### src/rtl/tcf_pkg.sv
// Shared types, widths and codes for the touch panel coordinate filter.
package tcf_pkg;

	localparam int SAMPLES  = 10;
	localparam int SMP_W    = 10;
	localparam int SPAN_W   = 8;
	localparam int SUM_W    = 14;
	localparam int CNT_W    = 5;
	localparam int CFG_IDX_W = 3;
	localparam int CFG_DAT_W = 10;
	localparam int DIV_N_W  = SMP_W + SPAN_W;
	localparam int DIV_D_W  = SMP_W;
	localparam int DIV_C_W  = $clog2(DIV_N_W + 1);

	localparam logic [CFG_IDX_W-1:0] CFG_X_LOW   = 3'd0;
	localparam logic [CFG_IDX_W-1:0] CFG_X_HIGH  = 3'd1;
	localparam logic [CFG_IDX_W-1:0] CFG_Y_LOW   = 3'd2;
	localparam logic [CFG_IDX_W-1:0] CFG_Y_HIGH  = 3'd3;
	localparam logic [CFG_IDX_W-1:0] CFG_X_SPAN  = 3'd4;
	localparam logic [CFG_IDX_W-1:0] CFG_Y_SPAN  = 3'd5;
	localparam logic [CFG_IDX_W-1:0] CFG_NOTIFY  = 3'd6;

	localparam logic AXIS_X = 1'b0;
	localparam logic AXIS_Y = 1'b1;

	typedef enum logic [2:0] {
		ST_IDLE,
		ST_AVG,
		ST_MUL,
		ST_MAP,
		ST_FIN
	} state_t;

	typedef struct packed {
		logic               start;
		logic [DIV_N_W-1:0] dividend;
		logic [DIV_D_W-1:0] divisor;
	} div_req_t;

	typedef struct packed {
		logic               done;
		logic [DIV_N_W-1:0] quotient;
	} div_rsp_t;

endpackage

### src/rtl/touch_panel_coordinate_filter.sv
// Top level: averages touch conversions per axis and maps them to panel coordinates.
// Conversion transactions are taken one per cycle while idle; after the last one of a group s_axis_tready
// stays low through the average and the calibration quotient in the shared bit-serial divider,
// a multiply state and a finish state (no quotient when the mapped value is forced to zero);
// a y group then holds until the output register frees. arst_n clears control state, loads
// calibration defaults.
module touch_panel_coordinate_filter (
	input  logic                              clk,
	input  logic                              arst_n,
	// conversion input
	input  logic                              s_axis_tvalid,
	output logic                              s_axis_tready,
	input  logic [15:0]                       s_axis_tdata,  // [9:0] sample
	input  logic                              s_axis_tuser,  // [0] axis (0 x, 1 y)
	// frame output
	output logic                              m_axis_tvalid,
	input  logic                              m_axis_tready,
	output logic [15:0]                       m_axis_tdata,  // [7:0] x_pos, [15:8] y_pos
	output logic                              m_axis_tuser,  // [0] notify
	// configuration writes
	input  logic                              cfg_we,
	input  logic [tcf_pkg::CFG_IDX_W-1:0]     cfg_index,
	input  logic [tcf_pkg::CFG_DAT_W-1:0]     cfg_data
);

	localparam int SW = tcf_pkg::SMP_W;
	localparam int PW = tcf_pkg::SPAN_W;
	localparam int NW = tcf_pkg::DIV_N_W;

	// calibration registers
	logic [SW-1:0] x_low_q, x_high_q, y_low_q, y_high_q;
	logic [PW-1:0] x_span_q, y_span_q;
	logic          notify_always_q;

	// accumulation and frame state
	logic [tcf_pkg::SUM_W-1:0] sum_q;
	logic [tcf_pkg::CNT_W-1:0] cnt_q;
	logic                      axis_q;
	logic [PW-1:0]             pend_x_q;
	logic [PW-1:0]             prev_x_q;
	logic [PW-1:0]             prev_y_q;
	logic [SW-1:0]             avg_q;
	logic [PW-1:0]             coord_q;

	// output register
	logic          out_valid_q;
	logic [PW-1:0] out_x_q;
	logic [PW-1:0] out_y_q;
	logic          out_notify_q;

	tcf_pkg::state_t   state_q, state_d;
	tcf_pkg::div_req_t div_req;
	tcf_pkg::div_rsp_t div_rsp;

	logic                      in_take;
	logic                      in_match;
	logic [tcf_pkg::SUM_W-1:0] sum_nxt;
	logic [tcf_pkg::CNT_W-1:0] cnt_nxt;
	logic                      group_done;

	logic [SW-1:0] sel_low, sel_high;
	logic [PW-1:0] sel_span;
	logic          map_zero;
	logic [SW-1:0] avg_off;
	logic [NW-1:0] product;
	logic [PW-1:0] mapped_sat;
	logic          out_free;
	logic          emit;

	// configuration port; out-of-range indexes are dropped
	always_ff @(posedge clk or negedge arst_n) begin
		if (!arst_n) begin
			x_low_q         <= SW'(215);
			x_high_q        <= SW'(830);
			y_low_q         <= SW'(400);
			y_high_q        <= SW'(815);
			x_span_q        <= PW'(160);
			y_span_q        <= PW'(104);
			notify_always_q <= 1'b0;
		end else if (cfg_we) begin
			unique case (cfg_index)
				tcf_pkg::CFG_X_LOW:  x_low_q         <= cfg_data;
				tcf_pkg::CFG_X_HIGH: x_high_q        <= cfg_data;
				tcf_pkg::CFG_Y_LOW:  y_low_q         <= cfg_data;
				tcf_pkg::CFG_Y_HIGH: y_high_q        <= cfg_data;
				tcf_pkg::CFG_X_SPAN: x_span_q        <= cfg_data[PW-1:0];
				tcf_pkg::CFG_Y_SPAN: y_span_q        <= cfg_data[PW-1:0];
				tcf_pkg::CFG_NOTIFY: notify_always_q <= cfg_data[0];
				default: ;
			endcase
		end
	end

	// input side: a conversion for the other axis is swallowed without effect
	assign s_axis_tready = (state_q == tcf_pkg::ST_IDLE);
	assign in_take       = s_axis_tvalid && s_axis_tready;
	assign in_match      = in_take && (s_axis_tuser == axis_q);
	assign sum_nxt       = sum_q + tcf_pkg::SUM_W'(s_axis_tdata[SW-1:0]);
	assign cnt_nxt       = cnt_q + 1'b1;
	assign group_done    = in_match && (cnt_nxt == tcf_pkg::CNT_W'(tcf_pkg::SAMPLES));

	// limits of the axis being reduced
	assign sel_low  = (axis_q == tcf_pkg::AXIS_Y) ? y_low_q  : x_low_q;
	assign sel_high = (axis_q == tcf_pkg::AXIS_Y) ? y_high_q : x_high_q;
	assign sel_span = (axis_q == tcf_pkg::AXIS_Y) ? y_span_q : x_span_q;

	assign map_zero = (sel_high <= sel_low) || (avg_q < sel_low);
	assign avg_off  = avg_q - sel_low;
	assign product  = NW'(avg_off) * NW'(sel_span);

	// mapped value saturates at the span before the inversion
	assign mapped_sat = (div_rsp.quotient > NW'(sel_span)) ? sel_span
	                                                       : div_rsp.quotient[PW-1:0];

	assign out_free = !out_valid_q || m_axis_tready;

	always_ff @(posedge clk or negedge arst_n) begin
		if (!arst_n) begin
			state_q <= tcf_pkg::ST_IDLE;
		end else begin
			state_q <= state_d;
		end
	end

	always_comb begin
		state_d          = state_q;
		div_req.start    = 1'b0;
		div_req.dividend = NW'(sum_nxt);
		div_req.divisor  = tcf_pkg::DIV_D_W'(tcf_pkg::SAMPLES);
		emit             = 1'b0;
		unique case (state_q)
			tcf_pkg::ST_IDLE: begin
				if (group_done) begin
					div_req.start = 1'b1;
					state_d       = tcf_pkg::ST_AVG;
				end
			end
			tcf_pkg::ST_AVG: begin
				if (div_rsp.done) begin
					state_d = tcf_pkg::ST_MUL;
				end
			end
			tcf_pkg::ST_MUL: begin
				div_req.dividend = product;
				div_req.divisor  = sel_high - sel_low;
				if (map_zero) begin
					state_d = tcf_pkg::ST_FIN;
				end else begin
					div_req.start = 1'b1;
					state_d       = tcf_pkg::ST_MAP;
				end
			end
			tcf_pkg::ST_MAP: begin
				if (div_rsp.done) begin
					state_d = tcf_pkg::ST_FIN;
				end
			end
			tcf_pkg::ST_FIN: begin
				if (axis_q == tcf_pkg::AXIS_X) begin
					state_d = tcf_pkg::ST_IDLE;
				end else if (out_free) begin
					emit    = 1'b1;
					state_d = tcf_pkg::ST_IDLE;
				end
			end
			default: state_d = tcf_pkg::ST_IDLE;
		endcase
	end

	tcf_div u_div (
		.clk    (clk),
		.arst_n (arst_n),
		.req    (div_req),
		.rsp    (div_rsp)
	);

	// frame control state
	always_ff @(posedge clk or negedge arst_n) begin
		if (!arst_n) begin
			sum_q    <= '0;
			cnt_q    <= '0;
			axis_q   <= tcf_pkg::AXIS_X;
			pend_x_q <= '0;
			prev_x_q <= '0;
			prev_y_q <= '0;
		end else begin
			if (in_match) begin
				sum_q <= group_done ? '0 : sum_nxt;
				cnt_q <= group_done ? '0 : cnt_nxt;
			end
			if (state_q == tcf_pkg::ST_FIN && axis_q == tcf_pkg::AXIS_X) begin
				pend_x_q <= coord_q;
				axis_q   <= tcf_pkg::AXIS_Y;
			end
			if (emit) begin
				prev_x_q <= pend_x_q;
				prev_y_q <= coord_q;
				axis_q   <= tcf_pkg::AXIS_X;
			end
		end
	end

	// reduction datapath
	always_ff @(posedge clk) begin
		if (state_q == tcf_pkg::ST_AVG && div_rsp.done) begin
			avg_q <= div_rsp.quotient[SW-1:0];
		end
		if (state_q == tcf_pkg::ST_MUL && map_zero) begin
			coord_q <= sel_span;
		end else if (state_q == tcf_pkg::ST_MAP && div_rsp.done) begin
			coord_q <= sel_span - mapped_sat;
		end
	end

	// output register: holds a frame while the next conversions stream in
	always_ff @(posedge clk or negedge arst_n) begin
		if (!arst_n) begin
			out_valid_q <= 1'b0;
		end else if (emit) begin
			out_valid_q <= 1'b1;
		end else if (m_axis_tready) begin
			out_valid_q <= 1'b0;
		end
	end

	always_ff @(posedge clk) begin
		if (emit) begin
			out_x_q      <= pend_x_q;
			out_y_q      <= coord_q;
			out_notify_q <= (pend_x_q != prev_x_q) || (coord_q != prev_y_q) || notify_always_q;
		end
	end

	assign m_axis_tvalid = out_valid_q;
	assign m_axis_tdata  = {out_y_q, out_x_q};
	assign m_axis_tuser  = out_notify_q;

endmodule

### src/rtl/tcf_div.sv
// Bit-serial restoring divider, one quotient bit per cycle.
module tcf_div (
	input  logic              clk,
	input  logic              arst_n,
	input  tcf_pkg::div_req_t req,
	output tcf_pkg::div_rsp_t rsp
);

	logic                        busy_q;
	logic                        done_q;
	logic [tcf_pkg::DIV_C_W-1:0] cnt_q;
	logic [tcf_pkg::DIV_D_W-1:0] rem_q;
	logic [tcf_pkg::DIV_D_W-1:0] dvs_q;
	logic [tcf_pkg::DIV_N_W-1:0] quo_q;

	logic [tcf_pkg::DIV_D_W:0]   trial;
	logic [tcf_pkg::DIV_D_W:0]   diff;
	logic                        qbit;

	// remainder stays below the divisor, so the shifted trial fits one extra bit
	assign trial = {rem_q, quo_q[tcf_pkg::DIV_N_W-1]};
	assign diff  = trial - {1'b0, dvs_q};
	assign qbit  = (trial >= {1'b0, dvs_q});

	always_ff @(posedge clk or negedge arst_n) begin
		if (!arst_n) begin
			busy_q <= 1'b0;
			done_q <= 1'b0;
			cnt_q  <= '0;
		end else begin
			done_q <= 1'b0;
			if (req.start) begin
				busy_q <= 1'b1;
				cnt_q  <= tcf_pkg::DIV_C_W'(tcf_pkg::DIV_N_W);
			end else if (busy_q) begin
				cnt_q <= cnt_q - 1'b1;
				if (cnt_q == tcf_pkg::DIV_C_W'(1)) begin
					busy_q <= 1'b0;
					done_q <= 1'b1;
				end
			end
		end
	end

	always_ff @(posedge clk) begin
		if (req.start) begin
			rem_q <= '0;
			dvs_q <= req.divisor;
			quo_q <= req.dividend;
		end else if (busy_q) begin
			rem_q <= qbit ? diff[tcf_pkg::DIV_D_W-1:0] : trial[tcf_pkg::DIV_D_W-1:0];
			quo_q <= {quo_q[tcf_pkg::DIV_N_W-2:0], qbit};
		end
	end

	assign rsp.done     = done_q;
	assign rsp.quotient = quo_q;

endmodule

### config.mk
export PLATFORM = sky130hd
export DESIGN_NAME = touch_panel_coordinate_filter
export DESIGN_NICKNAME = d
export VERILOG_FILES = /design/src/rtl/tcf_pkg.sv /design/src/rtl/touch_panel_coordinate_filter.sv /design/src/rtl/tcf_div.sv
export SDC_FILE = /design/constraint.sdc
export NUM_CORES = 1
export LEC_CHECK = 0
export ABC_AREA = 1
export BUFFER_PORTS_ARGS = -buffer_cell sky130_fd_sc_hd__clkbuf_2
export CAP_MARGIN = 20
export CORE_ASPECT_RATIO = 0.9
export CORE_MARGIN = 2
export CORE_UTILIZATION = 57
export DETAILED_ROUTE_END_ITERATION = 7
export PLACE_DENSITY = 0.77
export SLEW_MARGIN = 20
export SYNTH_ARGS = -nofsm -noshare
export SYNTH_HDL_FRONTEND = slang
export SYNTH_SLANG_ARGS = --single-unit
export TNS_END_PERCENT = 5
### constraint.sdc
create_clock -name clk -period 5.8 [get_ports clk]
set_clock_uncertainty 0.15 [all_clocks]
set_input_delay 1.16 -clock clk [delete_from_list [all_inputs] [get_ports clk]]
set_output_delay 1.16 -clock clk [all_outputs]
set_load 0.01 [all_outputs]
==> summary.md <==
### Floorplanning
• 163 µm — horizontal extent of the die
• 57.7% — effective utilization at floorplan
• 52 — number of rows in the core area
• 54 — I/O pin total
• 147 µm — Die H
• 23900 µm² — floorplan die area
• 22400 µm² — standard cell core area

### Power and ir drop
• 586 nW/µm² — P per Cell Area
• 4820 µW — Cell Int Power
• 67.5% — share of power burned in combinational logic
• 0.708 mV — VDD IR-drop max
• 19.1% — sequential share of power
• 0.00758 µW — Pleak
• 4170 µW — Switch Pwr
• 46.4% — switching part of the total power
• 13.4% — Clock Power Share

### Clock network
• 450 ps — Clock Latency Late Sink
• 2 — clk buf depth
• built — CTS tree
• 17 — TritonCTS Buffers
• 4 — H-tree Lvls
• clkbuf_16 — cell at the root of the clock tree
• 80 ps — CTS clock-pin slew for the worst setup and hold paths
• 185 — Sinks on Clock Net

### Hold path
• 0 — worst hold path cell count
• out_y_q[5] — Hold Path End
• flop to flop — path class of the lowest-slack min-delay path
• coord_q[5] — start point of the worst min-delay path

### Worst setup path
• 540 ps — biggest cell delay along the critical path
• fa_1 — slowest stage cell, crit path
• 6 — critical path peak fanout
• 5910 ps — Arr. time, crit path
• -50 ps — R2R Setup Slk
• u_div.quo_q[14] — worst reg2reg endpoint
• flop to flop — WS Path Type
• 28 — depth of the worst register-to-register path
• flop — Worst Setup Start Kind
• 5860 ps — required time of the critical path
• axis_q — launch point of the worst reg-to-reg path
• flop — Crit. End Element

### Timing
• 5850 ps — final critical delay including setup and external delays
• 101% — period utilization
• 3 — number of failing setup endpoints in the final timing report
• 319 ps — Fin Hold WS
• 0 — final-report max-slew violation count
• yes — RSZ-0062 raised after global routing
• 171 MHz — highest attainable clock frequency
• 27.2% — worst-case headroom to the max-slew limit
• 0 — final hold violation count
• -45.8 ps — least setup slack across all paths after layout
• 1080 ps — transition time at the pin with the least slew margin

### Global routing
• 52.9 mm — wire length of the first global-routing pass
• 1 — number of antenna violations at the first check in global routing
• 0 — total congestion overflow
• 27.9% — Overall Global Routing Usage
• 53 — largest net degree at the start of global routing
• 10800 — via count of the first global-routing pass

### Drt
• 1128 — initial detailed-routing violation count
• 16.7 µm — detailed-route wire length per cell
• 6 — total iterations of the first detailed-routing run
• 0 — Residual DRC
• 0 — Antenna Violating Nets Remaining
• 5.66 — average vias per placed instance
• 34.0 mm — total wirelength of the detailed-routed design
• 11500 — via count

### Yosys
• 185 — Synth Register Bits
• 63 — Post-synth EDFFs
• 1784 — Synthesized Nets
• dfrtp_1 16%, edfxtp_1 15%, nand2_1 13%, ha_1 9.4%, fa_1 8.2% — Synth area leaders
• 42 — distinct cell type count of the synthesized netlist
• 0 — Yosys Warn Count
• 8.08 µm² — mean area per synthesized cell
• 38.2% — proportion of synthesized chip area in sequential cells
• dfrtp_1 — cell type with the highest aggregate area in the netlist
• dfrtp_1 — most used flip-flop cell after synthesis
• 16.3% — share of the synthesized area in the top cell type
• 12900 µm² — Syn Std Cell Area
• 60.5% — Async S/R FF share, synth
• 1599 — Cells after Synth

### Layout
• 19.6% — share of cells above drive strength 1
• 2027 — number of standard cells in the final layout excluding fillers
• 18.7% — area added between synthesis and finish
• 1695 — filler instances
• 1902 — nets@finish
• 419 x nand2_1, 200 x inv_1, 140 x o21ai_0 — most frequent cells in the layout
• 15300 µm² — Post-Layout Inst Area
• nand2_1 — most common library cell in the layout ignoring fill and taps
• 0 — Ant. Diodes
• 68.5% — final core area utilization

### Placement
• 47 — number of port buffers
• 23.4 mm — Detailed Place HPWL
• 0.948 — global placer's final weighted congestion
• 1978 — post-placement cell count
• 14000 µm² — Post-DP Area
• -288 ps — worst slack at placement

### Run status
• negative setup slack — violated checks
• finished with violations — result of the run

### Job
• 0 — Maximum Capacitance Violations

## through the flow
stage | total power [µW] | TNS (ps)
6_report | 8990 | -59.7
5_1_grt | 9660 | -1780
4_1_cts | 8100 | -0.958
3_5_place_dp | 6430 | -2130
3_3_place_gp | 6300 | -1370
2_1_floorplan | 4900 | 0
## cell type report
cell class              count  area (µm²)  area share (%)
clock buffers              17         425            2.77
clock inverters            15         193            1.26
inverters                 215         820            5.35
multi-input cells        1157        7590            49.5
flip-flops and latches    185        4930            32.2
well taps                 297         372            2.42
repair buffers            141        1000            6.52
## timing repair
item / CTS / global route
pin swaps: 25 / 58
resized for setup: 48 / 93
gates cloned: 0 / 1
endpoints found under the setup margin: 11 / 11
hold buffers: 0 / 0
setup buffers: 6 / 10
## power by group through the flow
stage	logic, µW	registers (µW)	clock network [µW]
global route	6660	1730	1270
detailed placement	4700	1730	0
floorplan	3200	1690	0
CTS	5180	1710	1210
global placement	4580	1720	0
finish	6070	1710	1210
## state kept, by name, summed over array words and instances, names as in the netlist, 10 cells and up
name and cells:
avg_q 10, sum_q 14, u_div.dvs_q 10, u_div.quo_q 18, u_div.rem_q 10, x_high_q 10
x_low_q 10, y_high_q 10, y_low_q 10
## critical path: cells and delay by family (launching register included)
family          cells  cell delay (ps)
fa+ha+maj           6             2530
simple gates       11              920
buf+inv             6              650
compound gates      3              550
flops               1              440
mux                 1              200
xor+xnor            1              140
## synth_stat cells (all sizes together) (4+ instances only)
cell / count
inv: 215
dfrtp: 84
clkbuf: 25
o21ai: 153
edfxtp: 63
buf: 17
nor2: 126
a21o: 6
nor3: 12
nand3b: 4
dfxtp: 10
xnor2: 17
nand2: 444
xor2: 24
fa: 53
mux2i: 9
a21oi: 69
ha: 97
o21bai: 7
dfstp: 28
o211ai: 7
or2: 21
nand3: 79
nand4: 13
## worst max path at each step
stage	to	cells past startpoint	slack, ps	start
floorplan	u_div.quo_q[16]	27	20	axis_q
global placement	u_div.quo_q[11]	27	-200	axis_q
detailed placement	u_div.quo_q[11]	25	-290	axis_q
CTS	u_div.quo_q[16]	27	-1	axis_q
global route	u_div.quo_q[14]	28	-220	axis_q
finish	u_div.quo_q[14]	28	-50	axis_q
## layer usage
metal	share of wire, %	global-route usage (%)
met1	42	38.5
met2	47	45.9
met3	7.7	4.97
met4	2.7	7.17
met5	0.038	0
## cells by family after synthesis
| logic type | Yosys count | share of synthesized area, % |
|---|---|---|
| buf+inv | 257 | 7.82 |
| xor+xnor | 41 | 2.78 |
| fa+ha+maj | 150 | 17.6 |
| mux | 9 | 0.698 |
| simple gates | 704 | 22.5 |
| compound gates | 253 | 10.4 |
| flops | 185 | 38.2 |
(Power assumes the default switching activity.)
